[src/rtl/esc_pkg.sv]
// Shared types, constants and a helper function of the JSON string escaper.
`timescale 1ns / 1ps
`default_nettype none
package esc_pkg;

	localparam int COUNT_WIDTH_DEF = 16;
	localparam int QUEUE_DEPTH     = 4;
	localparam int QPTR_W          = $clog2(QUEUE_DEPTH);
	localparam int QCNT_W          = $clog2(QUEUE_DEPTH + 1);

	localparam logic [15:0] CAP_RESET  = 16'hFFFF;
	localparam logic [7:0]  CTRL_LIMIT = 8'h20;
	localparam logic [7:0]  CH_BSLASH  = 8'h5C;
	localparam logic [7:0]  CH_QUOTE   = 8'h22;
	localparam logic [7:0]  CH_U       = 8'h75;
	localparam logic [7:0]  CH_ZERO    = 8'h30;
	localparam logic [7:0]  HEX_ALPHA  = 8'h57;

	localparam logic [1:0] KIND_PASS  = 2'd0;
	localparam logic [1:0] KIND_SHORT = 2'd1;
	localparam logic [1:0] KIND_UNI   = 2'd2;

	typedef struct packed {
		logic        ovf;
		logic [1:0]  kind;
		logic [7:0]  ch;
		logic        str_end;
		logic [15:0] base;
	} job_t;

	typedef struct packed {
		logic empty;
		logic full;
	} q_stat_t;

	function automatic logic [2:0] esc_len(input logic ovf, input logic [1:0] kind);
		logic [2:0] n;
		n = 3'd1;
		if (!ovf) begin
			case (kind)
				KIND_SHORT: n = 3'd2;
				KIND_UNI:   n = 3'd6;
				default:    n = 3'd1;
			endcase
		end
		return n;
	endfunction

endpackage
`default_nettype wire

[src/rtl/esc_if.sv]
// Valid/ready channel interfaces for raw input bytes and escaped output bytes.
`timescale 1ns / 1ps
`default_nettype none
interface esc_raw_if;
	logic       valid;
	logic       ready;
	logic [7:0] in_byte;
	logic       string_start;
	logic       string_end;

	modport source (output valid, output in_byte, output string_start, output string_end,
		input ready);
	modport sink (input valid, input in_byte, input string_start, input string_end,
		output ready);
endinterface

interface esc_out_if;
	logic        valid;
	logic        ready;
	logic [7:0]  out_byte;
	logic        run_last;
	logic        string_done;
	logic        overflow;
	logic [15:0] written_count;

	modport source (output valid, output out_byte, output run_last, output string_done,
		output overflow, output written_count, input ready);
	modport sink (input valid, input out_byte, input run_last, input string_done,
		input overflow, input written_count, output ready);
endinterface
`default_nettype wire

[src/rtl/esc_front.sv]
// Front end: accepts raw bytes, classifies them, checks capacity and queues jobs.
`timescale 1ns / 1ps
`default_nettype none
module esc_front #(
	parameter int COUNT_WIDTH = esc_pkg::COUNT_WIDTH_DEF
) (
	input  wire                 clk,
	input  wire                 arst_n,
	esc_raw_if.sink             raw,
	input  wire                 cfg_we,
	input  wire  [15:0]         cfg_wdata,
	input  esc_pkg::q_stat_t    q_stat,
	output logic                push,
	output esc_pkg::job_t       job
);

	localparam int W = ((COUNT_WIDTH > 16) ? COUNT_WIDTH : 16) + 1;

	logic [COUNT_WIDTH-1:0] cnt_q;
	logic                   ovf_q;
	logic [15:0]            cap_q;

	logic [COUNT_WIDTH-1:0] cnt_eff;
	logic                   ovf_eff;
	logic [1:0]             kind;
	logic [7:0]             ch;
	logic [2:0]             len;
	logic [W-1:0]           sum;
	logic [W-1:0]           cap_x;
	logic [W-1:0]           lim;
	logic [W-1:0]           cap_eff;
	logic                   no_fit;
	logic                   accept;

	function automatic logic [1:0] KIND_SHORT_OR_PASS(input logic [7:0] c);
		logic [1:0] k;
		case (c) inside
			esc_pkg::CH_QUOTE, esc_pkg::CH_BSLASH, 8'h08, 8'h0C, 8'h0A, 8'h0D, 8'h09:
				k = esc_pkg::KIND_SHORT;
			default:
				k = (c < esc_pkg::CTRL_LIMIT) ? esc_pkg::KIND_UNI : esc_pkg::KIND_PASS;
		endcase
		return k;
	endfunction

	assign raw.ready = !q_stat.full;
	assign accept    = raw.valid && raw.ready;
	assign cnt_eff   = raw.string_start ? '0 : cnt_q;
	assign ovf_eff   = raw.string_start ? 1'b0 : ovf_q;

	always_comb begin
		kind = KIND_SHORT_OR_PASS(raw.in_byte);
		ch   = raw.in_byte;
		unique case (raw.in_byte)
			esc_pkg::CH_QUOTE:  ch = esc_pkg::CH_QUOTE;
			esc_pkg::CH_BSLASH: ch = esc_pkg::CH_BSLASH;
			8'h08:              ch = 8'h62;
			8'h0C:              ch = 8'h66;
			8'h0A:              ch = 8'h6E;
			8'h0D:              ch = 8'h72;
			8'h09:              ch = 8'h74;
			default:            ch = raw.in_byte;
		endcase
	end

	assign len     = esc_pkg::esc_len(1'b0, kind);
	assign sum     = W'(cnt_eff) + W'(len);
	assign cap_x   = W'(cap_q);
	assign lim     = W'(1) << COUNT_WIDTH;
	assign cap_eff = (cap_x < lim) ? cap_x : lim;
	assign no_fit  = (sum >= cap_eff);

	always_comb begin
		job.ovf     = ovf_eff || no_fit;
		job.kind    = kind;
		job.ch      = ch;
		job.str_end = raw.string_end;
		job.base    = 16'(cnt_eff);
		push        = accept && (!ovf_eff || raw.string_end);
	end

	always_ff @(posedge clk or negedge arst_n) begin
		if (!arst_n) begin
			cnt_q <= '0;
			ovf_q <= 1'b0;
			cap_q <= esc_pkg::CAP_RESET;
		end else begin
			if (cfg_we) begin
				cap_q <= cfg_wdata;
			end
			if (accept) begin
				if (ovf_eff) begin
					cnt_q <= cnt_eff;
					ovf_q <= 1'b1;
				end else if (no_fit) begin
					cnt_q <= cnt_eff;
					ovf_q <= 1'b1;
				end else begin
					cnt_q <= COUNT_WIDTH'(sum);
					ovf_q <= 1'b0;
				end
			end
		end
	end

endmodule
`default_nettype wire

[src/rtl/esc_queue.sv]
// Short first-word-fall-through job queue between the front end and the emitter.
`timescale 1ns / 1ps
`default_nettype none
module esc_queue (
	input  wire                clk,
	input  wire                arst_n,
	input  wire                push,
	input  esc_pkg::job_t      wr_job,
	input  wire                pop,
	output esc_pkg::job_t      rd_job,
	output esc_pkg::q_stat_t   stat
);

	esc_pkg::job_t                   mem [esc_pkg::QUEUE_DEPTH];
	logic [esc_pkg::QPTR_W-1:0]      wr_ptr_q;
	logic [esc_pkg::QPTR_W-1:0]      rd_ptr_q;
	logic [esc_pkg::QCNT_W-1:0]      cnt_q;
	logic                            do_push;
	logic                            do_pop;

	assign stat.empty = (cnt_q == '0);
	assign stat.full  = (cnt_q == esc_pkg::QCNT_W'(esc_pkg::QUEUE_DEPTH));
	assign do_push    = push && !stat.full;
	assign do_pop     = pop && !stat.empty;
	assign rd_job     = mem[rd_ptr_q];

	always_ff @(posedge clk) begin
		if (do_push) begin
			mem[wr_ptr_q] <= wr_job;
		end
	end

	always_ff @(posedge clk or negedge arst_n) begin
		if (!arst_n) begin
			wr_ptr_q <= '0;
			rd_ptr_q <= '0;
			cnt_q    <= '0;
		end else begin
			if (do_push) begin
				wr_ptr_q <= wr_ptr_q + 1'b1;
			end
			if (do_pop) begin
				rd_ptr_q <= rd_ptr_q + 1'b1;
			end
			if (do_push && !do_pop) begin
				cnt_q <= cnt_q + 1'b1;
			end else if (do_pop && !do_push) begin
				cnt_q <= cnt_q - 1'b1;
			end
		end
	end

endmodule
`default_nettype wire

[src/rtl/esc_back.sv]
// Back end: expands queued jobs into escaped bytes, one per cycle unless stalled, into an output register.
`timescale 1ns / 1ps
`default_nettype none
module esc_back (
	input  wire                clk,
	input  wire                arst_n,
	input  esc_pkg::job_t      job,
	input  esc_pkg::q_stat_t   q_stat,
	output logic               pop,
	esc_out_if.source          esc
);

	logic [2:0]  idx_q;
	logic        out_v_q;
	logic [7:0]  byte_q;
	logic        last_q;
	logic        done_q;
	logic        ovf_q;
	logic [15:0] wcnt_q;

	logic [2:0]  len;
	logic        is_last;
	logic        advance;
	logic [7:0]  nxt_byte;

	function automatic logic [7:0] hex_char(input logic [3:0] nib);
		return (nib < 4'd10) ? (esc_pkg::CH_ZERO + 8'(nib)) : (esc_pkg::HEX_ALPHA + 8'(nib));
	endfunction

	assign len     = esc_pkg::esc_len(job.ovf, job.kind);
	assign is_last = (idx_q == len - 3'd1);
	assign advance = !q_stat.empty && (!out_v_q || esc.ready);
	assign pop     = advance && is_last;

	always_comb begin
		nxt_byte = job.ch;
		if (job.ovf) begin
			nxt_byte = 8'h00;
		end else begin
			case (job.kind)
				esc_pkg::KIND_SHORT: begin
					nxt_byte = (idx_q == 3'd0) ? esc_pkg::CH_BSLASH : job.ch;
				end
				esc_pkg::KIND_UNI: begin
					case (idx_q)
						3'd0:    nxt_byte = esc_pkg::CH_BSLASH;
						3'd1:    nxt_byte = esc_pkg::CH_U;
						3'd2:    nxt_byte = esc_pkg::CH_ZERO;
						3'd3:    nxt_byte = esc_pkg::CH_ZERO;
						3'd4:    nxt_byte = hex_char(job.ch[7:4]);
						default: nxt_byte = hex_char(job.ch[3:0]);
					endcase
				end
				default: nxt_byte = job.ch;
			endcase
		end
	end

	always_ff @(posedge clk) begin
		if (advance) begin
			byte_q <= nxt_byte;
			last_q <= is_last;
			done_q <= is_last && job.str_end;
			ovf_q  <= job.ovf;
			wcnt_q <= job.ovf ? job.base : job.base + 16'(idx_q) + 16'd1;
		end
	end

	always_ff @(posedge clk or negedge arst_n) begin
		if (!arst_n) begin
			idx_q   <= '0;
			out_v_q <= 1'b0;
		end else begin
			if (advance) begin
				out_v_q <= 1'b1;
				idx_q   <= is_last ? 3'd0 : idx_q + 3'd1;
			end else if (esc.ready) begin
				out_v_q <= 1'b0;
			end
		end
	end

	assign esc.valid         = out_v_q;
	assign esc.out_byte      = byte_q;
	assign esc.run_last      = last_q;
	assign esc.string_done   = done_q;
	assign esc.overflow      = ovf_q;
	assign esc.written_count = wcnt_q;

endmodule
`default_nettype wire

[src/rtl/json_string_escaper_top.sv]
// Top level of the JSON string escaper: front end, job queue and byte emitter.
//
// Usage: raw string bytes enter on the raw channel (valid/ready, one byte per
// transfer, with string_start and string_end marks). Escaped bytes leave on the
// esc channel, one byte per transfer, with run_last on the final byte of each
// input byte's expansion and string_done on the final byte of a string.
// A byte that would not fit the capacity gives one overflow result, and later
// bytes of that string give nothing until its end byte, which again gives one.
// The capacity register is written through cfg_we/cfg_wdata; the user must do so only while idle (not enforced).
// A raw transfer's job passes through the job queue and then the output register before its first escaped byte.
// Throughput is one output byte per cycle while jobs are queued and the receiver is ready, set
// by the single emitter; a plain byte gives one output byte, a short escape two and a \u00xx escape six.
// A four-entry job queue lets raw transfers continue while the emitter works.
// When the receiver stalls, the output register holds its byte, the queue
// fills and raw.ready falls once it is full.
// Reset clears the count, the overflow flag and the queue and sets the
// capacity to 65535.
`timescale 1ns / 1ps
`default_nettype none
module json_string_escaper_top #(
	parameter int COUNT_WIDTH = esc_pkg::COUNT_WIDTH_DEF
) (
	input  wire          clk,
	input  wire          arst_n,
	esc_raw_if.sink      raw,
	esc_out_if.source    esc,
	input  wire          cfg_we,
	input  wire  [15:0]  cfg_wdata
);

	logic               push;
	logic               pop;
	esc_pkg::job_t      wr_job;
	esc_pkg::job_t      rd_job;
	esc_pkg::q_stat_t   q_stat;

	esc_front #(
		.COUNT_WIDTH(COUNT_WIDTH)
	) u_front (
		.clk       (clk),
		.arst_n    (arst_n),
		.raw       (raw),
		.cfg_we    (cfg_we),
		.cfg_wdata (cfg_wdata),
		.q_stat    (q_stat),
		.push      (push),
		.job       (wr_job)
	);

	esc_queue u_queue (
		.clk    (clk),
		.arst_n (arst_n),
		.push   (push),
		.wr_job (wr_job),
		.pop    (pop),
		.rd_job (rd_job),
		.stat   (q_stat)
	);

	esc_back u_back (
		.clk    (clk),
		.arst_n (arst_n),
		.job    (rd_job),
		.q_stat (q_stat),
		.pop    (pop),
		.esc    (esc)
	);

	a_ovf_zero: assert property (@(posedge clk) disable iff (!arst_n)
		esc.valid && esc.overflow |-> esc.out_byte == 8'h00 && esc.run_last)
		else $error("Overflow result carries data or is not the last of its run.");

	a_done_last: assert property (@(posedge clk) disable iff (!arst_n)
		esc.valid && esc.string_done |-> esc.run_last)
		else $error("String end flagged before the end of its run.");

	a_queue_state: assert property (@(posedge clk) disable iff (!arst_n)
		!(q_stat.full && q_stat.empty))
		else $error("Job queue reports full and empty at once.");

	a_pop_nonempty: assert property (@(posedge clk) disable iff (!arst_n)
		pop |-> !q_stat.empty)
		else $error("Emitter pops an empty job queue.");

endmodule
`default_nettype wire
[src/flat_wrapper.sv]
// flat-port wrapper written by rule: the top's interface ports become plain ports
module json_string_escaper_top_flat 
#(
	parameter int COUNT_WIDTH = esc_pkg::COUNT_WIDTH_DEF
)
  (clk, arst_n, cfg_we, cfg_wdata, raw_valid, raw_in_byte, raw_string_start, raw_string_end, raw_ready, esc_valid, esc_out_byte, esc_run_last, esc_string_done, esc_overflow, esc_written_count, esc_ready);
  esc_raw_if raw_i ();
  esc_out_if esc_i ();
  input  wire clk;
  input  wire arst_n;
  input  wire cfg_we;
  input  wire  [15:0] cfg_wdata;
  input wire logic [$bits(raw_i.valid)-1:0] raw_valid;
  input wire logic [$bits(raw_i.in_byte)-1:0] raw_in_byte;
  input wire logic [$bits(raw_i.string_start)-1:0] raw_string_start;
  input wire logic [$bits(raw_i.string_end)-1:0] raw_string_end;
  output wire logic [$bits(raw_i.ready)-1:0] raw_ready;
  output wire logic [$bits(esc_i.valid)-1:0] esc_valid;
  output wire logic [$bits(esc_i.out_byte)-1:0] esc_out_byte;
  output wire logic [$bits(esc_i.run_last)-1:0] esc_run_last;
  output wire logic [$bits(esc_i.string_done)-1:0] esc_string_done;
  output wire logic [$bits(esc_i.overflow)-1:0] esc_overflow;
  output wire logic [$bits(esc_i.written_count)-1:0] esc_written_count;
  input wire logic [$bits(esc_i.ready)-1:0] esc_ready;
  assign raw_i.valid = raw_valid;
  assign raw_i.in_byte = raw_in_byte;
  assign raw_i.string_start = raw_string_start;
  assign raw_i.string_end = raw_string_end;
  assign raw_ready = raw_i.ready;
  assign esc_valid = esc_i.valid;
  assign esc_out_byte = esc_i.out_byte;
  assign esc_run_last = esc_i.run_last;
  assign esc_string_done = esc_i.string_done;
  assign esc_overflow = esc_i.overflow;
  assign esc_written_count = esc_i.written_count;
  assign esc_i.ready = esc_ready;
  json_string_escaper_top #(.COUNT_WIDTH(COUNT_WIDTH)) u_core (.clk(clk), .arst_n(arst_n), .raw(raw_i), .esc(esc_i), .cfg_we(cfg_we), .cfg_wdata(cfg_wdata));
endmodule
[config.mk]
export PLATFORM = sky130hd
export DESIGN_NAME = json_string_escaper_top_flat
export DESIGN_NICKNAME = d
export VERILOG_FILES = /design/src/rtl/esc_pkg.sv /design/src/rtl/esc_if.sv /design/src/rtl/esc_front.sv /design/src/rtl/esc_queue.sv /design/src/rtl/esc_back.sv /design/src/rtl/json_string_escaper_top.sv /design/src/flat_wrapper.sv
export SDC_FILE = /design/constraint.sdc
export NUM_CORES = 1
export LEC_CHECK = 0
export ABC_AREA = 1
export BUFFER_PORTS_ARGS = -buffer_cell sky130_fd_sc_hd__buf_2
export CAP_MARGIN = 20
export CORE_UTILIZATION = 34
export DETAILED_ROUTE_END_ITERATION = 8
export PLACE_DENSITY_LB_ADDON = 0.05
export SETUP_SLACK_MARGIN = 0.1
export SYNTH_ARGS = -nofsm -noshare
export SYNTH_HDL_FRONTEND = slang
export SYNTH_HIERARCHICAL = 1
export SYNTH_SLANG_ARGS = --single-unit
[constraint.sdc]
create_clock -name clk -period 7.67 [get_ports clk]
set_input_delay 1.534 -clock clk [delete_from_list [all_inputs] [get_ports clk]]
set_output_delay 1.534 -clock clk [all_outputs]
set_load 0.02 [all_outputs]
==> results of run 1 <==
## logic make-up (layout without fill, tap and decap cells)
kind of cell | after synthesis | count (layout)
AND/OR/NAND/NOR | 473 | 473
buffers and inverters | 232 | 300
flip-flops | 183 | 183
AO/OA/AOI/OAI | 123 | 123
adder cells (fa/ha/maj) | 39 | 39
XOR/XNOR | 20 | 20
multiplexers | 1 | 1
## through the flow
stage / area (sq um) / util, % / hold WS, ns
2_1_floorplan: 9860 / - / 0.449
3_3_place_gp: 10500 / 37.3 / 0.464
3_5_place_dp: 10500 / 37.3 / 0.467
4_1_cts: 11100 / 39.3 / 0.484
5_1_grt: 11100 / 39.3 / 0.504
6_report: 11100 / 39.3 / 0.478
## power breakdown
group / internal, mW / switching [mW] / total (mW)
Clock: 0.423 / 0.407 / 0.830
Sequential: 1.45 / 0.0928 / 1.55
Combinational: 0.619 / 1.45 / 2.07
Total: 2.50 / 1.95 / 4.45
## registers in the layout, indices dropped and copies added (netlist names)
| register | cells |
|---|---|
| u_core/u_queue/wr_ptr_q | 2 |
| u_core/u_front/cnt_q | 16 |
| u_core/u_front/ovf_q | 1 |
| u_core/u_back/esc.overflow | 1 |
| u_core/u_back/esc.run_last | 1 |
| u_core/u_back/esc.written_count | 16 |
| u_core/u_queue/cnt_q | 3 |
| u_core/u_front/cap_q | 16 |
| u_core/u_back/esc.valid | 1 |
| u_core/u_queue/mem | 112 |
| u_core/u_queue/rd_ptr_q | 2 |
| u_core/u_back/idx_q | 3 |
| u_core/u_back/esc.string_done | 1 |
| u_core/u_back/esc.out_byte | 8 |
## cells in the final DEF (no fill, tap or decap), types with 9 or more instances in the layout
| master | count |
|---|---|
| nand2_1 | 299 |
| inv_1 | 185 |
| edfxtp_1 | 139 |
| buf_2 | 59 |
| nand3_1 | 57 |
| nor2_1 | 56 |
| o211ai_1 | 37 |
| o21ai_0 | 36 |
| ha_1 | 36 |
| dfrtp_1 | 28 |
| nand4_1 | 25 |
| o211ai_2 | 19 |
| clkbuf_16 | 17 |
| dfstp_2 | 16 |
| xor2_1 | 15 |
| a21oi_1 | 14 |
| inv_2 | 13 |
| nor2_2 | 10 |
| buf_4 | 9 |
## cell type report
| type | instances | share of cell area (%) |
|---|---|---|
| Multi-Input combinational cell | 656 | 32.8 |
| Inverter | 200 | 6.82 |
| Sequential cell | 183 | 47.9 |
| Clock inverter | 15 | 1.11 |
| Timing Repair Buffer | 68 | 3.28 |
| Clock buffer | 17 | 3.85 |
| Tap cell | 378 | 4.28 |
## worst max-delay path, delay by kind of cell
| kind | cells | cell delay (ns) |
|---|---|---|
| and+or+nand+nor | 20 | 2.68 |
| adders and majority gates | 3 | 0.91 |
| buffers and inverters | 9 | 0.75 |
| AOI/OAI and AO/OA | 3 | 0.40 |
| xor gates and xnor gates | 1 | 0.21 |
## path summary, 6_finish.rpt
| path | startpoint | end | slack [ns] | cells after the start |
|---|---|---|---|---|
| setup / recovery | raw_in_byte[7] | u_core/u_front/cnt_q[5] | 1.51 | 36 |
| hold / removal | u_core/u_front/cnt_q[0] | u_core/u_front/cnt_q[0] | 0.48 | 2 |
| max in group asynchronous | arst_n | u_core/u_back/idx_q[1] | 6.04 | 2 |
| setup reg to reg | u_core/u_front/cnt_q[1] | u_core/u_front/cnt_q[5] | 3.22 | 26 |
| hold reg to reg | u_core/u_front/cnt_q[0] | u_core/u_front/cnt_q[0] | 0.48 | 2 |
| min in group asynchronous | arst_n | u_core/u_front/cnt_q[8] | 1.21 | 2 |
## metal layers
layer | track usage [%] | up-vias
li1 | - | 3605
met4 | 4.35 | 0
met2 | 24.7 | 118
met3 | 2.59 | 8
met5 | 0 | -
met1 | 22.8 | 3252
==> metrics.md, run 1 <==
| Metric | Value |
|---|---|
| Final-layout setup total negative slack | 0 ns |
| Highest layer used for signal routing | met4 |
| Vias | 6983 |
| Unique masters post-synth | 42 |
| Core footprint | 0.0282 sq mm |
| Top FF cell, synth | edfxtp_1 |
| Count of state elements after synthesis | 183 |
| Share of the clock period used by the worst path after layout | 80.3% |
| Root Buffer | clkbuf_16 |
| Die extent in y | 172 um |
| H-tree levels | 4 |
| Non-Filler Instances | 1517 |
| Slew Limit Fails | 0 |
| Share of synthesized area occupied by flip-flops and latches | 53.7% |
| FF/Latch Area | 0.00530 sq mm |
| Met2 wire len | 9690 um |
| Count of clock tree sinks | 183 |
| Pleak | 5.07 nW |
| # hold bufs at CTS | 0 |
| Critical Path Start Type | input port |
| Crit-path most repeated cell | nand2_1 |
| Routability cong. | 0.791 |
| Final Worst Setup Slack | 1.51 ns |
| Most common library cells after synthesis | nand2_1 (299), inv_1 (185), edfxtp_1 (139), nor2_1 (60), nand3_1 (57) |
| Post-CTS clock slew at the launch and capture registers of the worst setup and hold paths | 0.07 ns |
| Number of iterations in the first detailed-routing pass | 5 |
| Critical path's largest stage delay | 0.53 ns |
| Grt total ovfl | 0 |
| # Post-CTS Setup Buffers | 0 |
| Least-Margin Pin Slew | 0.824 ns |
| Min Tclk post-route | 6.16 ns |
| DRC | 0 |
| Initial antenna violation count | 0 |
| Wire length of the first global-routing pass | 36100 um |
| Cell with the largest stage delay on the worst path | nand2_1 |
| Type of destination of the critical path | register |
| Wirelength, routed | 21900 um |
| Final hold violation count | 0 |
| Status | completed |
| Die outline area | 0.0297 sq mm |
| Largest family of logic cells by synthesized area | simple AND/OR/NAND/NOR gates |
| Site row count | 61 |
| Routed length on met1 | 11500 um |
| Final Skew | 0.00788 ns |
| Routed via count divided by cell count | 4.60 |
| Basic-gate share of the synthesized area counting and, or, nand and nor cells | 20.6% |
| Portion of netlist area occupied by mux cells | 0.114% |
| Share of async-settable or async-resettable flops after synthesis | 24.0% |
| Total routing usage reported by global routing | 15.9% |
| Fraction of layout instances using a drive strength above 1 | 15.4% |
| Multi-input logic area | 0.00363 sq mm |
| Most frequently used cell type in the post-synthesis netlist | nand2_1 |
| Number of antenna diodes | 0 |
| Xor and xnor area share after synthesis | 1.78% |
| Avg Synthesized Cell Area | 9.20 sq um |
| Ranking of synthesized cells by area | edfxtp_1 (42%), nand2_1 (11%), dfrtp_1 (7.1%) |
| Largest area contributor in the netlist | edfxtp_1 |
| Area grow syn2layout | 12.2% |
| CP arrival | 6.52 ns |
| Number of flops mapped to enable cells by yosys | 139 |
| Antenna-violating nets left | 0 |
| Synth Cell Area | 0.00986 sq mm |
| I/O Buffers | 59 |
| Net count after synthesis | 1141 |
| Via count of the first global-routing pass | 6797 |
| Total number of nets in the final design | 1196 |
| Highest clock rate | 162 MHz |
| Die extent in x | 172 um |
| Final setup violation count | 0 |
| Worst setup slack after placement | 1.15 ns |
| Maximum number of pins on one net before global-route repair | 61 |
| Sum of met3 wire segment lengths after detailed routing | 605 um |
| Startpoint-to-endpoint class of the critical path | in -> reg |
| Maximum root-to-sink buffer count | 2 |
| Maximum fanout encountered on the critical timing path | 18 |
| Drt first-iter violations | 400 |
| Resized Gates After CTS | 0 |
| Setup repair after global routing missed its margin | false |
| Proportion of netlist area held by the largest area contributor | 42.3% |
| CTS tree | done |
| Routed length per placed instance | 14.5 um |
| Total of fill cells in the finished design | 2880 |
| Cell count after placement | 1485 |
| Synthesis warning total | 6 |
| Arithmetic-cell share of the synthesized area counting full adders, half adders and majority gates | 5.18% |
| Synthesized-area fraction occupied by ao, oa, aoi and oai cells | 8.95% |
| Total clock buffers created by CTS | 17 |
| Slew HR | 45.1% |
| Max-capacitance violation count | 0 |
| Number of cells produced by synthesis | 1071 |
| Worst Hold Class | reg -> reg |
| Skew-Pair Late Insertion Delay | 0.43 ns |
| Detailed placement HPWL | 14900 um |
| Num ports | 60 |
| Max rail drop VDD | 0.171 mV |
| CP Data Required Time | 8.03 ns |
| Power per cell area | 402 mW/mm^2 |
| Final total power | 4.45 mW |
| Initial core utilization | 35.0% |
Note: power is estimated with default switching activity, not from simulation.
==> run 2: changes to the inputs <==
clock period = 6.15 ns   (was 7.67 ns; I/O delays follow)
==> run 2 against run 1 <==
  * Final cell count barely moved
  * Combinational power rose by 24%
  * Global-route usage fell by 0.26 points
  * Hold slack improved by 0.0044 ns
  * Via count barely moved
  * Utilization rose by 0.29 points
  * Register-to-register slack got worse by 1.2 ns
  * Setup slack got worse by 0.82 ns
  * Highest routed layer unchanged
  * Design area rose by 0.73%
  * Die area did not move
  * Routed wire length fell by 0.15%
==> metrics.md, run 2 (synthesized netlist as in run 1, its figures left out) <==
| Metric | Value |
|---|---|
| Crit-path most repeated cell | nand2_1 |
| Critical Path Start Type | input port |
| Via count of the first global-routing pass | 6574 (-3.3%) |
| Min Tclk post-route | 5.45 ns |
| Resized Gates After CTS | 0 (unchanged) |
| Worst reg-to-reg path cell count | 26 (unchanged) |
| CP arrival | 5.82 ns (-0.70 ns) |
| H-tree levels | 4 (unchanged) |
| Setup repair after global routing missed its margin | false |
| Routed via count divided by cell count | 4.60 (-0.12%) |
| Routability cong. | 0.820 (+3.6%) |
| Drt first-iter violations | 497 (+24%) |
| Top cell family by delay on the critical path | simple AND/OR/NAND/NOR gates |
| Number of iterations in the first detailed-routing pass | 5 (unchanged) |
| Power per cell area | 507 mW/mm^2 (+26%) |
| Die extent in x | 172 um (unchanged) |
| Worst Hold Class | reg -> reg |
| Least-Margin Pin Slew | 0.931 ns (+0.107 ns) |
| Share of the clock period used by the worst path after layout | 88.7% |
| Routed length per placed instance | 14.4 um (-0.22%) |
| I/O Buffers | 59 (unchanged) |
| Post-CTS clock slew at the launch and capture registers of the worst setup and hold paths | 0.07 ns (about the same) |
| Utilization after layout | 39.6% (+0.29 points) |
| Vias | 6979 (-0.057%) |
| Status | completed |
| Final-layout setup total negative slack | 0 ns (unchanged) |
| Critical path's largest stage delay | 0.40 ns (-0.13 ns) |
| Max rail drop VDD | 0.208 mV (+22%) |
| Initial core utilization | 35.0% (unchanged) |
| Cell count after placement | 1486 (+0.067%) |
| DRC | 0 (unchanged) |
| Number of logic stages on the critical path including buffering | 36 (unchanged) |
| Final Skew | 0.0123 ns (+0.00443 ns) |
| # Post-CTS Setup Buffers | 0 (unchanged) |
| Total number of nets in the final design | 1197 (+0.084%) |
| Max-capacitance violation count | 0 (unchanged) |
| Area grow syn2layout | 13.0% |
| Maximum fanout encountered on the critical timing path | 18 (unchanged) |
| Slew Limit Fails | 0 (unchanged) |
| Number of instances on the worst hold path | 2 (unchanged) |
| Cell with the largest stage delay on the worst path | fa_1 |
| Total clock buffers created by CTS | 17 (unchanged) |
| Final total power | 5.65 mW (+27%) |
| Buf+Inv Stages, Crit Path | 9 (unchanged) |
| Non-Filler Instances | 1518 (+0.066%) |
| Die outline area | 0.0297 sq mm (unchanged) |
| Most used cells in the layout excluding fill and tap cells | nand2_1 (298), inv_1 (185), edfxtp_1 (139), buf_2 (59), nand3_1 (57) |
| Detailed placement HPWL | 15000 um (+0.85%) |
| Fraction of layout instances using a drive strength above 1 | 15.4% (+0.074 points) |
| Startpoint-to-endpoint class of the critical path | in -> reg |
| Antenna-violating nets left | 0 (unchanged) |
| Final setup violation count | 0 (unchanged) |
| Maximum number of pins on one net before global-route repair | 91 (+49%) |
| Initial antenna violation count | 0 (unchanged) |
| Wire length of the first global-routing pass | 35200 um (-2.4%) |
| Wirelength, routed | 21900 um (-0.15%) |
| CTS tree | done |
| Placed inst area | 0.0105 sq mm (about the same) |
| Maximum root-to-sink buffer count | 2 (unchanged) |
| Skew-Pair Late Insertion Delay | 0.43 ns (about the same) |
| Register name with the most flops | u_core/u_queue/mem |
| Post-route cell area | 0.0111 sq mm (+0.73%) |
| Die extent in y | 172 um (unchanged) |
| Count of clock tree sinks | 183 (unchanged) |
| Core footprint | 0.0282 sq mm (unchanged) |
| Most frequent standard cell in the layout excluding fill and tap cells | nand2_1 |
| Slew HR | 37.9% (-7.1 points) |
| Max reg flops | 112 (unchanged) |
| Highest clock rate | 183 MHz |
| Final hold violation count | 0 (unchanged) |
| Total routing usage reported by global routing | 15.6% (-0.26 points) |
| # hold bufs at CTS | 0 (unchanged) |
| CP Data Required Time | 6.52 ns (-1.51 ns) |
| Type of destination of the critical path | register |
| Root Buffer | clkbuf_16 |
| Pleak | 5.12 nW (+0.95%) |
| Num ports | 60 (unchanged) |
| Site row count | 61 (unchanged) |
| Grt total ovfl | 0 (unchanged) |
| Number of antenna diodes | 0 (unchanged) |
## run 2: layer usage
| layer | part of all wire (%) | vias up | track usage (%) |
|---|---|---|---|
| met5 | 0 | - | 0 |
| met1 | 51 | 3229 | 22.1 |
| li1 | - | 3612 | - |
| met2 | 45 | 118 | 24.6 |
| met4 | 1.2 | 0 | 4.77 |
| met3 | 3.1 | 20 | 2.43 |
## run 2: final timing paths
path,start,to,slack [ns]
worst min-delay path,u_core/u_front/cnt_q[0],u_core/u_front/cnt_q[0],0.48
worst min register to register,u_core/u_front/cnt_q[0],u_core/u_front/cnt_q[0],0.48
min in group asynchronous,arst_n,u_core/u_front/cnt_q[8],0.90
max in group asynchronous,arst_n,u_core/u_queue/rd_ptr_q[1],4.82
worst max-delay path,raw_in_byte[7],u_core/u_front/cnt_q[9],0.70
worst max register to register,u_core/u_front/cnt_q[1],u_core/u_front/cnt_q[9],2.04
## run 2: power breakdown
| part | switching [mW] | total (mW) | internal, mW |
|---|---|---|---|
| clock network | 0.478 | 1.15 | 0.673 |
| logic | 1.80 | 2.57 | 0.773 |
| registers | 0.116 | 1.93 | 1.81 |
## run 2: cell type report
type	count	area [sq um]
inverter	200	754
clock inverter	11	149
clock buffer	21	470
multi-input combinational	656	3630
sequential	183	5300
fill	2895	17000
tap	378	473
timing repair buffer	69	370
## run 2: metrics by stage
step / hold slack, ns / setup slack [ns]
after CTS: 0.484 / 0.539
final: 0.483 / 0.697
after detailed placement: 0.465 / 0.115
after global placement: 0.463 / 0.241
after floorplan: 0.449 / 1.14
after global routing: 0.505 / 0.143
## run 2: tightest hold or removal path: stages, from the launching register on
cell and delay, ns:
dfrtp_1 0.34, nand2_1 0.05, nand2_1 0.06
==> run 3: changes to the inputs <==
CORE_UTILIZATION = 61   (was 34)
SYNTH_HIERARCHICAL = not set   (was 1)
==> run 3 against run 2 <==
  * Hold slack gained 0.0058 ns
  * Flip-flop and latch count is the same
  * Sequential power is essentially flat
  * Critical path depth shrank 2
  * Sequential share of layout area grew 3.0 points
  * Clock skew shrank 0.0049 ns
  * Routed wire length shrank 15%
  * Highest routed layer unchanged
==> metrics.md, run 3 <==
| Metric | Value |
|---|---|
| Status | completed |
| CP Data Required Time | 6.46 ns (-0.06 ns) |
| Final Skew | 0.00736 ns (-0.00495 ns) |
| H-tree levels | 4 (unchanged) |
| Worst Hold Class | reg -> reg |
| Worst setup slack after placement | 0.482 ns (+0.368 ns) |
| Num ports | 60 (unchanged) |
| Total of fill cells in the finished design | 1151 (-60%) |
| Grt total ovfl | 0 (unchanged) |
| Synthesized-area fraction occupied by ao, oa, aoi and oai cells | 6.49% (-2.5 points) |
| Max rail drop VDD | 0.325 mV (+56%) |
| Resized Gates After CTS | 0 (unchanged) |
| Register name with the most flops | u_core.u_queue.mem |
| Count of clock tree sinks | 183 (unchanged) |
| Die extent in x | 126 um (-27%) |
| Routed via count divided by cell count | 5.46 (+19%) |
| Synth Cell Area | 0.00943 sq mm (-4.3%) |
| Total number of nets in the final design | 1100 (-8.1%) |
| Drt first-iter violations | 627 (+26%) |
| Post-CTS clock slew at the launch and capture registers of the worst setup and hold paths | 0.07 ns (about the same) |
| Startpoint-to-endpoint class of the critical path | in -> reg |
| Area grow syn2layout | 11.2% |
| Crit-path most repeated cell | nand2_1 |
| Max reg flops | 112 (unchanged) |
| Top cell family by delay on the critical path | simple AND/OR/NAND/NOR gates |
| Most frequent standard cell in the layout excluding fill and tap cells | nand2_1 |
| Critical Path Start Type | input port |
| Routability cong. | 0.913 (+11%) |
| Synthesis warning total | 0 (-6) |
| Pleak | 4.72 nW (-7.8%) |
| Number of iterations in the first detailed-routing pass | 5 (unchanged) |
| Least-Margin Pin Slew | 0.649 ns (-0.282 ns) |
| # hold bufs at CTS | 0 (unchanged) |
| Wire length of the first global-routing pass | 31300 um (-11%) |
| Vias | 6732 (-3.5%) |
| Most common library cells after synthesis | nand2_1 (258), edfxtp_1 (139), inv_1 (127), nand3_1 (74), nor2_1 (57) |
| # Post-CTS Setup Buffers | 0 (unchanged) |
| Critical path's largest stage delay | 0.29 ns (-0.11 ns) |
| Buf+Inv Stages, Crit Path | 5 (-4) |
| Final total power | 5.34 mW (-5.6%) |
| Die outline area | 0.0160 sq mm (-46%) |
| Maximum number of pins on one net before global-route repair | 56 (-38%) |
| Arithmetic-cell share of the synthesized area counting full adders, half adders and majority gates | 5.28% (+0.10 points) |
| Portion of netlist area occupied by mux cells | 0.226% (+0.11 points) |
| Total routing usage reported by global routing | 25.6% (+10 points) |
| Number of cells produced by synthesis | 973 (-9.2%) |
| Initial core utilization | 62.3% (+27 points) |
| Number of flops mapped to enable cells by yosys | 139 (unchanged) |
| Share of synthesized area occupied by flip-flops and latches | 56.2% (+2.4 points) |
| Slew Limit Fails | 0 (unchanged) |
| Maximum root-to-sink buffer count | 2 (unchanged) |
| Ranking of synthesized cells by area | edfxtp_1 (44%), nand2_1 (10%), dfrtp_1 (7.4%) |
| Final-layout setup total negative slack | 0 ns (unchanged) |
| Setup repair after global routing missed its margin | false |
| Min Tclk post-route | 5.20 ns (-0.251 ns) |
| Max-capacitance violation count | 0 (unchanged) |
| CTS tree | done |
| Fraction of layout instances using a drive strength above 1 | 15.8% (+0.37 points) |
| Core footprint | 0.0151 sq mm (-46%) |
| Number of antenna diodes | 0 (unchanged) |
| DRC | 0 (unchanged) |
| Final Worst Setup Slack | 0.948 ns (+0.251 ns) |
| Basic-gate share of the synthesized area counting and, or, nand and nor cells | 21.5% (+0.97 points) |
| CP arrival | 5.52 ns (-0.30 ns) |
| I/O Buffers | 59 (unchanged) |
| Final setup violation count | 0 (unchanged) |
| Root Buffer | clkbuf_16 |
| Wirelength, routed | 18700 um (-15%) |
| Initial antenna violation count | 0 (unchanged) |
| Avg Synthesized Cell Area | 9.69 sq um (+5.3%) |
| Largest area contributor in the netlist | edfxtp_1 |
| Antenna-violating nets left | 0 (unchanged) |
| Type of destination of the critical path | register |
| Count of state elements after synthesis | 183 (unchanged) |
| Share of async-settable or async-resettable flops after synthesis | 24.0% (unchanged) |
| Largest family of logic cells by synthesized area | simple AND/OR/NAND/NOR gates |
| Site row count | 45 (-26%) |
| Cell with the largest stage delay on the worst path | ha_1 |
| Routed length per placed instance | 15.2 um (+5.2%) |
| Detailed placement HPWL | 12400 um (-17%) |
| Slew HR | 56.6% (+19 points) |
| Xor and xnor area share after synthesis | 2.79% (+1.0 points) |
| Net count after synthesis | 1042 (-8.7%) |
| Most frequently used cell type in the post-synthesis netlist | nand2_1 |
| Via count of the first global-routing pass | 6257 (-4.8%) |
| Unique masters post-synth | 53 (+26%) |
| Die extent in y | 126 um (-27%) |
| Power per cell area | 509 mW/mm^2 (+0.40%) |
| Share of the clock period used by the worst path after layout | 84.6% (-4.1 points) |
| Top FF cell, synth | edfxtp_1 |
| Highest clock rate | 192 MHz (+4.8%) |
| Skew-Pair Late Insertion Delay | 0.43 ns (about the same) |
| Final hold violation count | 0 (unchanged) |
| Maximum fanout encountered on the critical timing path | 19 (+1) |
| Proportion of netlist area held by the largest area contributor | 44.3% (+1.9 points) |
| Total clock buffers created by CTS | 17 (unchanged) |
| Most used cells in the layout excluding fill and tap cells | nand2_1 (258), edfxtp_1 (139), inv_1 (127), nand3_1 (74), buf_2 (59) |
[run 3: worst reg2reg max path, cell delays in order, from the launching register on]
cell and delay, ns:
dfrtp_1 0.39, buf_4 0.23, inv_6 0.37, nand2_1 0.11
a32oi_1 0.35, inv_1 0.12, ha_1 0.44, inv_1 0.20
nand2_2 0.13, xor2_1 0.23, nor2_4 0.08, nand2_2 0.14
ha_1 0.17, inv_1 0.07, fa_1 0.43, a21oi_1 0.14
o21ai_0 0.11, xor2_1 0.15
[run 3: report_power, final]
group | internal (mW) | switching, mW | total, mW
logic | 0.724 | 1.59 | 2.32
registers | 1.80 | 0.118 | 1.91
clock network | 0.616 | 0.491 | 1.11
[run 3: cell type report]
cell class              instances  area, sq um  area share, %
clock buffers                  17          425           4.06
clock inverters                15          181           1.73
inverters                     133          504           4.81
flip-flops and latches        183         5300           50.5
multi-input cells             627         3440           32.9
well taps                     188          235           2.24
repair buffers                 69          395           3.77
[run 3: worst paths after layout]
path / start / endpoint / slack, ns / cells after the start
worst max-delay path: raw_in_byte[7] / u_core.u_front.cnt_q[12] / 0.95 / 34
worst min-delay path: u_core.u_front.ovf_q / u_core.u_front.ovf_q / 0.49 / 2
worst max register to register: u_core.u_queue.rd_ptr_q[0] / u_core.u_queue.cnt_q[2] / 2.16 / 17
worst min register to register: u_core.u_front.ovf_q / u_core.u_front.ovf_q / 0.49 / 2
max in group asynchronous: arst_n / u_core.u_front.cap_q[0] / 4.92 / 2
min in group asynchronous: arst_n / u_core.u_queue.rd_ptr_q[0] / 0.67 / 1
[run 3: per-layer routing]
layer	track usage, %	vias to the layer above	wire length, um
met5	0	-	0
met2	41.7	250	9010
met4	9.21	0	312
met1	34.7	3109	8380
met3	4.77	26	1000
li1	-	3347	-
[run 3: cells by family (layout without fill, tap and decap cells)]
logic type | after synthesis | after routing
multiplexers | 2 | 2
buffers and inverters | 163 | 234
AO/OA/AOI/OAI | 104 | 104
adder cells (fa/ha/maj) | 38 | 38
flip-flops | 183 | 183
AND/OR/NAND/NOR | 453 | 453
XOR/XNOR | 30 | 30
[run 3: through the flow]
stage	utilization [%]	hold slack, ns	cell area (sq um)	cells
global route	69.2	0.519	10500	1232
CTS	68.9	0.489	10400	1230
detailed placement	64.9	0.470	9830	1198
floorplan	-	0.449	9430	973
finish	69.2	0.488	10500	1232
global placement	64.9	0.465	9830	1198
